===== config.mk =====
export PLATFORM = sky130hd
export DESIGN_NAME = multi_priority_fifo_scheduler_flat
export DESIGN_NICKNAME = d
export VERILOG_FILES = /design/src/sv/mpfs_pkg.sv /design/src/sv/mpfs_req_if.sv /design/src/sv/mpfs_rsp_if.sv /design/src/sv/mpfs_cell.sv /design/src/sv/multi_priority_fifo_scheduler.sv /design/src/flat_wrapper.sv
export SDC_FILE = /design/constraint.sdc
export NUM_CORES = 2
export LEC_CHECK = 0
export ABC_AREA = 0
export BUFFER_PORTS_ARGS = -buffer_cell sky130_fd_sc_hd__buf_4
export CAP_MARGIN = 0
export CORE_MARGIN = 4
export CORE_UTILIZATION = 36
export DETAILED_ROUTE_END_ITERATION = 10
export PLACE_DENSITY = 0.6
export SYNTH_ARGS = -nofsm -noshare
export SYNTH_HDL_FRONTEND = slang
export SYNTH_SLANG_ARGS = --single-unit

===== constraint.sdc =====
create_clock -name clk_i -period 5.19 [get_ports clk_i]
set_input_delay 0 -clock clk_i [delete_from_list [all_inputs] [get_ports clk_i]]
set_output_delay 0 -clock clk_i [all_outputs]
set_load 0.05 [all_outputs]

===== src/sv/mpfs_pkg.sv =====
// ----------------------------------------------------------------------------
// mpfs_pkg
// Shared widths, codes and types of the multilevel priority ready queue.
// ----------------------------------------------------------------------------
package mpfs_pkg;

  // Field widths of the request and the response.
  localparam int unsigned OP_W     = 2;
  localparam int unsigned TASK_W   = 6;
  localparam int unsigned PRIO_W   = 3;
  localparam int unsigned STATUS_W = 3;
  localparam int unsigned CFG_W    = 4;
  // Wide enough to hold any level count up to the largest number of levels.
  localparam int unsigned LVL_W    = 6;

  // Defaults of the top-level parameters.
  localparam int unsigned NUM_PRIORITIES_DEF = 8;
  localparam int unsigned QUEUE_DEPTH_DEF    = 16;
  localparam int unsigned TASK_ID_BITS_DEF   = 6;

  // Reset value of the levels-in-use register.
  localparam logic [CFG_W-1:0] LEVELS_RST = 4'd8;

  // Operation codes. The last one does nothing and returns all zeros.
  localparam logic [OP_W-1:0] OP_ADD    = 2'd0;
  localparam logic [OP_W-1:0] OP_REMOVE = 2'd1;
  localparam logic [OP_W-1:0] OP_SCHED  = 2'd2;
  localparam logic [OP_W-1:0] OP_NOP    = 2'd3;

  // Status codes.
  localparam logic [STATUS_W-1:0] ST_OK       = 3'd0;
  localparam logic [STATUS_W-1:0] ST_EMPTY    = 3'd1;
  localparam logic [STATUS_W-1:0] ST_FULL     = 3'd2;
  localparam logic [STATUS_W-1:0] ST_NOTFOUND = 3'd3;
  localparam logic [STATUS_W-1:0] ST_BADPRIO  = 3'd4;

  // Per-lane control handed to every cell of one lane.
  typedef struct packed {
    logic add;   // append at the tail
    logic pop;   // whole lane moves one place towards the head
    logic walk;  // remove search in progress on this lane
  } cell_ctl_t;

endpackage


===== src/sv/mpfs_req_if.sv =====
// ----------------------------------------------------------------------------
// mpfs_req_if
// Request channel: valid, ready and one queue operation.
// ----------------------------------------------------------------------------
interface mpfs_req_if
  import mpfs_pkg::*;
();
  logic                valid;
  logic                ready;
  logic [OP_W-1:0]     opcode;
  logic [TASK_W-1:0]   task_id;
  logic [PRIO_W-1:0]   priority_req;

  modport source (output valid, output opcode, output task_id, output priority_req,
                  input ready);
  modport sink   (input valid, input opcode, input task_id, input priority_req,
                  output ready);
endinterface


===== src/sv/mpfs_rsp_if.sv =====
// ----------------------------------------------------------------------------
// mpfs_rsp_if
// Response channel: valid, ready and the outcome of one request.
// ----------------------------------------------------------------------------
interface mpfs_rsp_if
  import mpfs_pkg::*;
();
  logic                valid;
  logic                ready;
  logic [TASK_W-1:0]   chosen_task;
  logic [PRIO_W-1:0]   chosen_priority;
  logic [STATUS_W-1:0] status;

  modport source (output valid, output chosen_task, output chosen_priority,
                  output status, input ready);
  modport sink   (input valid, input chosen_task, input chosen_priority,
                  input status, output ready);
endinterface


===== src/sv/mpfs_cell.sv =====
// ----------------------------------------------------------------------------
// mpfs_cell
// One queue position of one priority lane. Position zero is the head.
// ----------------------------------------------------------------------------
module mpfs_cell
  import mpfs_pkg::*;
#(
  parameter int unsigned IDX = 0,
  parameter int unsigned IW  = 6,
  parameter int unsigned CW  = 5,
  parameter int unsigned PW  = 4
) (
  input  logic          clk_i,
  input  cell_ctl_t     ctl_i,
  input  logic [PW-1:0] pos_i,
  input  logic [CW-1:0] cnt_i,
  input  logic [IW-1:0] id_i,
  input  logic [IW-1:0] nxt_i,
  input  logic          seen_i,
  output logic [IW-1:0] val_o,
  output logic          hit_o
);

  logic [IW-1:0] val_q;
  logic          here;
  logic          take_next;

  // The search visits one position per cycle; this cell is looked at when
  // the walk pointer reaches it, and only if it holds a live entry.
  assign here  = ctl_i.walk && (pos_i == PW'(IDX));
  assign hit_o = here && (CW'(IDX) < cnt_i) && (val_q == id_i);

  // Once the match has been seen, each visited cell takes its neighbour's
  // value, so the gap closes as a wave running towards the tail.
  assign take_next = ctl_i.pop || (here && (seen_i || hit_o));

  always_ff @(posedge clk_i) begin
    if (take_next) begin
      val_q <= nxt_i;
    end else if (ctl_i.add && (cnt_i == CW'(IDX))) begin
      val_q <= id_i;
    end
  end

  assign val_o = val_q;

endmodule


===== src/sv/multi_priority_fifo_scheduler.sv =====
// ----------------------------------------------------------------------------
// multi_priority_fifo_scheduler
// Ready queue with one FIFO lane per priority level, built as rows of cells.
// ----------------------------------------------------------------------------
// Usage:
//   req_i carries one operation (add, remove or schedule) under valid/ready;
//   rsp_o returns exactly one response per request, in request order.
//   cfg_we_i/cfg_wdata_i write the number of priority levels in use; write it
//   only while no request is outstanding.
// Request handling:
//   Add, schedule and invalid requests complete in the accepting cycle, and
//   the response is registered and visible in the next cycle: one request per
//   cycle while rsp_o.ready stays high.
//   A remove walks its lane one position per cycle through the cell chain,
//   visiting each of the N entries of the lane (up to QUEUE_DEPTH); the
//   response is registered when the walk ends, and the next request is taken
//   only once the walk ends.
// Reset:
//   All lanes are empty and all eight levels are in use.
// Back-pressure:
//   The response waits in its output register while rsp_o.ready is low; a
//   new request is accepted only once that register is free or being read.
// ----------------------------------------------------------------------------
module multi_priority_fifo_scheduler
  import mpfs_pkg::*;
#(
  parameter int unsigned NUM_PRIORITIES = NUM_PRIORITIES_DEF,
  parameter int unsigned QUEUE_DEPTH    = QUEUE_DEPTH_DEF,
  parameter int unsigned TASK_ID_BITS   = TASK_ID_BITS_DEF
) (
  input  logic             clk_i,
  input  logic             rst_ni,
  mpfs_req_if.sink         req_i,
  mpfs_rsp_if.source       rsp_o,
  input  logic             cfg_we_i,
  input  logic [CFG_W-1:0] cfg_wdata_i
);

  localparam int unsigned NP = NUM_PRIORITIES;
  localparam int unsigned QD = QUEUE_DEPTH;
  localparam int unsigned IW = TASK_ID_BITS;
  localparam int unsigned LW = (NP > 1) ? $clog2(NP) : 1;
  localparam int unsigned CW = $clog2(QD + 1);
  localparam int unsigned PW = (QD > 1) ? $clog2(QD) : 1;

  localparam logic [1:0] S_IDLE = 2'd0;
  localparam logic [1:0] S_WALK = 2'd1;

  logic [1:0]          state_q;
  logic [CFG_W-1:0]    levels_q;
  logic [CW-1:0]       cnt_q [NP];
  logic [LW-1:0]       wlvl_q;
  logic [IW-1:0]       wid_q;
  logic [PW-1:0]       pos_q;
  logic                seen_q;
  logic                ov_q;
  logic [TASK_W-1:0]   otask_q;
  logic [PRIO_W-1:0]   oprio_q;
  logic [STATUS_W-1:0] ost_q;

  logic [IW-1:0]       val_w [NP][QD];
  logic [NP*QD-1:0]    hit_w;
  cell_ctl_t           ctl_w [NP];

  logic [LVL_W-1:0]    lv_act;
  logic                acc;
  logic                prio_ok;
  logic [LW-1:0]       rlvl;
  logic [IW-1:0]       in_id;
  logic [IW-1:0]       cell_id;
  logic [NP-1:0]       ne;
  logic                found;
  logic [LW-1:0]       sl;
  logic                hit_any;
  logic                seen_n;
  logic                walk_end;

  // Levels in use, clamped to the number of lanes built.
  assign lv_act = (LVL_W'(levels_q) > LVL_W'(NP)) ? LVL_W'(NP) : LVL_W'(levels_q);

  assign req_i.ready = (state_q == S_IDLE) && (!ov_q || rsp_o.ready);
  assign acc         = req_i.valid && req_i.ready;
  assign prio_ok     = LVL_W'(req_i.priority_req) < lv_act;
  assign rlvl        = LW'(req_i.priority_req);
  assign in_id       = IW'(req_i.task_id);
  assign cell_id     = (state_q == S_WALK) ? wid_q : in_id;

  // Highest non-empty lane among those in use.
  always_comb begin
    found = 1'b0;
    sl    = '0;
    for (int l = 0; l < NP; l++) begin
      ne[l] = (cnt_q[l] != '0) && (LVL_W'(l) < lv_act);
      if (ne[l]) begin
        found = 1'b1;
        sl    = LW'(l);
      end
    end
  end

  // Only the visited cell can report a hit, so a plain OR suffices.
  assign hit_any  = |hit_w;
  assign seen_n   = seen_q || hit_any;
  assign walk_end = (pos_q == PW'(cnt_q[wlvl_q] - CW'(1)));

  // Lane control and the rows of cells.
  for (genvar l = 0; l < NP; l++) begin : g_lane
    always_comb begin
      ctl_w[l].add  = acc && (req_i.opcode == OP_ADD) && prio_ok && (rlvl == LW'(l))
                      && (cnt_q[l] != CW'(QD));
      ctl_w[l].pop  = acc && (req_i.opcode == OP_SCHED) && found && (sl == LW'(l));
      ctl_w[l].walk = (state_q == S_WALK) && (wlvl_q == LW'(l));
    end
    for (genvar k = 0; k < QD; k++) begin : g_cell
      logic [IW-1:0] nxt;
      if (k == QD - 1) begin : g_tail
        assign nxt = '0;
      end else begin : g_mid
        assign nxt = val_w[l][k+1];
      end
      mpfs_cell #(
        .IDX (k),
        .IW  (IW),
        .CW  (CW),
        .PW  (PW)
      ) u_cell (
        .clk_i  (clk_i),
        .ctl_i  (ctl_w[l]),
        .pos_i  (pos_q),
        .cnt_i  (cnt_q[l]),
        .id_i   (cell_id),
        .nxt_i  (nxt),
        .seen_i (seen_q),
        .val_o  (val_w[l][k]),
        .hit_o  (hit_w[l*QD+k])
      );
    end
  end

  // Sequencer, occupancy counters and the response register.
  always_ff @(posedge clk_i or negedge rst_ni) begin
    if (!rst_ni) begin
      state_q  <= S_IDLE;
      levels_q <= LEVELS_RST;
      for (int l = 0; l < NP; l++) cnt_q[l] <= '0;
      wlvl_q   <= '0;
      wid_q    <= '0;
      pos_q    <= '0;
      seen_q   <= 1'b0;
      ov_q     <= 1'b0;
      otask_q  <= '0;
      oprio_q  <= '0;
      ost_q    <= ST_OK;
    end else begin
      if (cfg_we_i) begin
        levels_q <= cfg_wdata_i;
      end
      if (ov_q && rsp_o.ready) begin
        ov_q <= 1'b0;
      end
      case (state_q)
        S_IDLE: begin
          if (acc) begin
            otask_q <= '0;
            oprio_q <= '0;
            ov_q    <= 1'b1;
            case (req_i.opcode)
              OP_ADD: begin
                if (!prio_ok) begin
                  ost_q <= ST_BADPRIO;
                end else if (cnt_q[rlvl] == CW'(QD)) begin
                  ost_q <= ST_FULL;
                end else begin
                  cnt_q[rlvl] <= cnt_q[rlvl] + CW'(1);
                  ost_q       <= ST_OK;
                end
              end
              OP_REMOVE: begin
                if (!prio_ok) begin
                  ost_q <= ST_BADPRIO;
                end else if (cnt_q[rlvl] == '0) begin
                  ost_q <= ST_NOTFOUND;
                end else begin
                  // The response is given when the walk ends.
                  ov_q    <= 1'b0;
                  state_q <= S_WALK;
                  wlvl_q  <= rlvl;
                  wid_q   <= in_id;
                  pos_q   <= '0;
                  seen_q  <= 1'b0;
                end
              end
              OP_SCHED: begin
                if (found) begin
                  otask_q   <= TASK_W'(val_w[sl][0]);
                  oprio_q   <= PRIO_W'(sl);
                  ost_q     <= ST_OK;
                  cnt_q[sl] <= cnt_q[sl] - CW'(1);
                end else begin
                  ost_q <= ST_EMPTY;
                end
              end
              default: begin
                ost_q <= ST_OK;
              end
            endcase
          end
        end
        S_WALK: begin
          if (walk_end) begin
            state_q <= S_IDLE;
            ov_q    <= 1'b1;
            otask_q <= '0;
            oprio_q <= '0;
            if (seen_n) begin
              cnt_q[wlvl_q] <= cnt_q[wlvl_q] - CW'(1);
              ost_q         <= ST_OK;
            end else begin
              ost_q <= ST_NOTFOUND;
            end
          end else begin
            pos_q  <= pos_q + PW'(1);
            seen_q <= seen_n;
          end
        end
        default: begin
          state_q <= S_IDLE;
        end
      endcase
    end
  end

  assign rsp_o.valid           = ov_q;
  assign rsp_o.chosen_task     = otask_q;
  assign rsp_o.chosen_priority = oprio_q;
  assign rsp_o.status          = ost_q;

endmodule


===== src/flat_wrapper.sv =====
// flat-port wrapper written by rule: the top's interface ports become plain ports
module multi_priority_fifo_scheduler_flat import mpfs_pkg::*;
#(
  parameter int unsigned NUM_PRIORITIES = NUM_PRIORITIES_DEF,
  parameter int unsigned QUEUE_DEPTH    = QUEUE_DEPTH_DEF,
  parameter int unsigned TASK_ID_BITS   = TASK_ID_BITS_DEF
)
  (clk_i, rst_ni, cfg_we_i, cfg_wdata_i, req_i_valid, req_i_opcode, req_i_task_id, req_i_priority_req, req_i_ready, rsp_o_valid, rsp_o_chosen_task, rsp_o_chosen_priority, rsp_o_status, rsp_o_ready);
  mpfs_req_if req_i_i ();
  mpfs_rsp_if rsp_o_i ();
  input  logic clk_i;
  input  logic rst_ni;
  input  logic cfg_we_i;
  input  logic [CFG_W-1:0] cfg_wdata_i;
  input wire logic [$bits(req_i_i.valid)-1:0] req_i_valid;
  input wire logic [$bits(req_i_i.opcode)-1:0] req_i_opcode;
  input wire logic [$bits(req_i_i.task_id)-1:0] req_i_task_id;
  input wire logic [$bits(req_i_i.priority_req)-1:0] req_i_priority_req;
  output wire logic [$bits(req_i_i.ready)-1:0] req_i_ready;
  output wire logic [$bits(rsp_o_i.valid)-1:0] rsp_o_valid;
  output wire logic [$bits(rsp_o_i.chosen_task)-1:0] rsp_o_chosen_task;
  output wire logic [$bits(rsp_o_i.chosen_priority)-1:0] rsp_o_chosen_priority;
  output wire logic [$bits(rsp_o_i.status)-1:0] rsp_o_status;
  input wire logic [$bits(rsp_o_i.ready)-1:0] rsp_o_ready;
  assign req_i_i.valid = req_i_valid;
  assign req_i_i.opcode = req_i_opcode;
  assign req_i_i.task_id = req_i_task_id;
  assign req_i_i.priority_req = req_i_priority_req;
  assign req_i_ready = req_i_i.ready;
  assign rsp_o_valid = rsp_o_i.valid;
  assign rsp_o_chosen_task = rsp_o_i.chosen_task;
  assign rsp_o_chosen_priority = rsp_o_i.chosen_priority;
  assign rsp_o_status = rsp_o_i.status;
  assign rsp_o_i.ready = rsp_o_ready;
  multi_priority_fifo_scheduler #(.NUM_PRIORITIES(NUM_PRIORITIES), .QUEUE_DEPTH(QUEUE_DEPTH), .TASK_ID_BITS(TASK_ID_BITS)) u_core (.clk_i(clk_i), .rst_ni(rst_ni), .req_i(req_i_i), .rsp_o(rsp_o_i), .cfg_we_i(cfg_we_i), .cfg_wdata_i(cfg_wdata_i));
endmodule

==> reports/results.tsv <==
stage	metric	value	unit
yosys	post-synthesis instance total	5334	
sta	PnR worst setup slack	0.193	ns
route	post-route DRC violation count	0	
yosys	Synth Cell Area	0.0510	mm2
cells_and_area	fillers	13600	
sta	RSZ-0062 raised after global routing	false	
yosys	main flop type after synthesis	edfxtp_1	
yosys	#FFs+latches synth	840	
critical_path	CP required	5.76	ns
sta	total negative setup slack	0	ns
route	WL per Instance	25.1	um
clocking	CTS tree	built	
yosys	async set-reset flop share out of synthesis	8.57	%
sta	worst-margin pin slew	1.32	ns
yosys	count of cell types in the netlist	100	
clocking	clock buffer depth	3	
route	DR pass1 iterations	6	
power_and_ir_drop	power share of the combinational group	48.1	%
grt	remaining global-route overflow	0	
clocking	post-CTS setup repair buffer count	0	
clocking	clk slew on worst S/H paths	0.07	ns
route	vias	43000	
power_and_ir_drop	sw frac	42.5	%
grt	first-pass GRT wire length	268	mm
critical_path	CP most frequent cell	nand4_1	
sta	Hold Violations, Final	0	
sta	Setup Skew	0.0332	ns
grt	initial antenna violation count	12	
critical_path	arrival time at the worst endpoint	5.57	ns
placed_design	Inst Count DP	7096	
critical_path	slowest CP cell	or4b_2	
cells_and_area	most common cell after layout, fill and taps aside	xnor2_1	
sta	Final Max Slew Viols	0	
floorplanning	CORE AREA	0.140	mm2
power_and_ir_drop	clock network fraction of total power	22.7	%
clocking	insertion delay to the later sink of the worst-skew pair	0.70	ns
worst_hold_path	Hold Crit Class	in2reg	
yosys	syn avg cell area	9.56	um2
route	drt total wl	183	mm
cells_and_area	commonest cells after routing, fill and taps aside	778 x xnor2_1, 720 x edfxtp_1, 641 x nand2_1	
power_and_ir_drop	P_leak	18.6	nW
critical_path	max incr delay on CP	0.98	ns
floorplanning	Initial Utilization	36.4	%
route	First DRT Iteration DRCs	5259	
yosys	synthesized net count	5364	
flow_run	Max-cap violations	0	
critical_path	crit path kind	reg2reg	
grt	vias in the first global route	40500	
floorplanning	die area	0.148	mm2
clocking	CTS sink cnt	840	
critical_path	crit start category	flop	
power_and_ir_drop	Pwr per Cell Area	527	mW/mm2
route	Via-to-Cell Ratio	5.89	
power_and_ir_drop	Int Pwr	17.5	mW
floorplanning	DIE WIDTH	384	um
sta	fin crit share	96.3	%
critical_path	worst-path maximum fanout	22	
critical_path	CP Capture Type	flop	
grt	gr usage total	24.0	%
route	antenna-violating nets left	0	
grt	largest net degree at the start of global routing	76	
cells_and_area	fin cells	7300	
yosys	post-synthesis sequential area ratio	47.8	%
power_and_ir_drop	Max rail drop VDD	0.444	mV
placed_design	hpwl dp	132	mm
yosys	Post-synth EDFFs	720	
placed_design	Routability Congestion	1.04	
run_status	outcome	finished clean	
cells_and_area	Layout area overhead	13.3	%
critical_path	CP Cell Sequence	buf_4 > or4b_2 > a2111oi_1 > nand4_1 > nand4_1 > nor4_1 > o211ai_1 > nor4_2 > nand4_4 > o2111ai_2 > mux2_2	
sta	Fmax	200	MHz
sta	Rel. slew slack	11.8	%
floorplanning	Die H	384	um
sta	Finish-stage setup viols	0	
placed_design	pre-CTS WS	0.336	ns
cells_and_area	share of layout cells above drive strength 1	12.4	%
power_and_ir_drop	NetSw	12.9	mW
placed_design	PortBufs	33	
clocking	H-tree levels	3	
clocking	TritonCTS Buffers	96	
cells_and_area	nets@finish	5371	
clocking	Root Buffer Master	clkbuf_16	
power_and_ir_drop	Seq pwr share	29.2	%
sta	fin crit period	5.00	ns
floorplanning	# rows	137	
yosys	Syn. warnings	0	
floorplanning	Top Ports	34	
[cell type report]
cell class              instances  area, um2  share of cell area [%]
multi-input cells            3993      24600                    42.5
flip-flops and latches        840      24400                    42.2
repair buffers                383       3220                    5.57
clock buffers                 136       2760                    4.78
well taps                    1876       2350                    4.06
clock inverters                43        400                   0.693
inverters                      27        103                   0.178
diodes                          2       5.00                 0.00866
[cell families after synthesis]
kind of cell | Yosys count | share of synthesized area (%)
muxes | 116 | 2.98
DFF | 840 | 47.8
xor gates and xnor gates | 783 | 13.5
buffers and inverters | 501 | 4.30
AOI/OAI and AO/OA | 1285 | 14.9
and+or+nand+nor | 1799 | 16.2
adders and majority gates | 10 | 0.245
[critical path: cells and delay by family, from the launching register on]
family	cells	cell delay [ns]
simple gates	6	2.31
mux	1	0.35
flops	1	0.74
buf+inv	1	0.38
compound gates	3	1.07
[timing repair]
action / 4_1_cts / 5_1_grt
hold endpoints to repair: 111 / 0
hold buffers: 22 / 0
setup endpoints to repair: 0 / 2
gates resized for setup: 0 / 1
[power groups by stage]
stage | logic, mW | registers, mW | clock network [mW]
2_1_floorplan | 8.87 | 8.92 | 0
3_3_place_gp | 14.1 | 8.99 | 0
3_5_place_dp | 14.2 | 9.00 | 0
4_1_cts | 14.2 | 8.86 | 6.99
5_1_grt | 15.3 | 8.91 | 7.26
6_report | 14.6 | 8.88 | 6.91
[routing by layer]
metal	up-vias	wire length, um	track usage (%)
li1	19200	-	-
met1	20900	73400	31.8
met2	2363	79300	36.7
met3	509	19300	5.80
met4	8	10800	12.2
met5	-	54	0
[cells in the mapped netlist, drive strengths merged, types with 12 or more instances]
master	instances	share of area (%)
o22ai	12	0.15
or2	19	0.23
a21o	23	0.34
a2111oi	20	0.36
nor2	498	3.7
nor4	95	1.2
o311ai	17	0.29
a31oi	64	0.78
nor2b	22	0.27
nand3	115	1.2
nand4	114	1.4
and3	22	0.27
a211oi	68	1.0
mux4	20	0.88
nor3	155	1.5
inv	26	0.19
o21bai	38	0.58
nand2	642	4.7
xnor2	779	13
nand2b	17	0.21
o21ai	518	5.1
edfxtp	720	42
dfxtp	48	1.9
a21oi	370	3.6
o221ai	18	0.31
buf	157	1.8
or3	18	0.22
o31ai	33	0.50
clkbuf	317	2.3
dfrtp	71	3.5
mux2	67	1.5
mux2i	29	0.61
and2	27	0.33
[worst paths after layout]
| check | cells past startpoint | from | slack (ns) | end |
|---|---|---|---|---|
| max | 11 | u_core.wlvl_q[0] | 0.19 | u_core.cnt_q[4] |
| min | 3 | cfg_wdata_i[2] | 0.13 | u_core.levels_q[2] |
| max reg2reg | 11 | u_core.wlvl_q[0] | 0.19 | u_core.cnt_q[4] |
| min reg2reg | 2 | u_core.rsp_o.chosen_priority[1] | 0.48 | u_core.rsp_o.chosen_priority[1] |
| max in group asynchronous | 3 | rst_ni | 4.21 | u_core.rsp_o.chosen_priority[0] |
| min in group asynchronous | 3 | rst_ni | 0.16 | u_core.cnt_q[37] |
[flip-flops by register name (all words and copies together), names as in the netlist, 3 cells and up]
| name | cells |
|---|---|
| u_core.wlvl_q | 3 |
| u_core.rsp_o.status | 3 |
| u_core.pos_q | 4 |
| u_core.g_lane.g_cell.u_cell.val_o | 768 |
| u_core.levels_q | 4 |
| u_core.wid_q | 6 |
| u_core.rsp_o.chosen_priority | 3 |
| u_core.cnt_q | 40 |
| u_core.rsp_o.chosen_task | 6 |
[per-stage QoR]
| stage | hold WS (ns) | total power [mW] | instance area [um2] | utilization, % |
|---|---|---|---|---|
| 6_report | 0.125 | 30.4 | 57800 | 41.3 |
| 3_3_place_gp | -0.126 | 23.1 | 54400 | 38.8 |
| 5_1_grt | 0.119 | 31.5 | 57800 | 41.2 |
| 2_1_floorplan | -0.296 | 17.8 | 51000 | - |
| 4_1_cts | 0.0880 | 30.1 | 57800 | 41.2 |
| 3_5_place_dp | -0.128 | 23.2 | 54400 | 38.8 |
No activity file was read; power rests on OpenSTA's default activity.
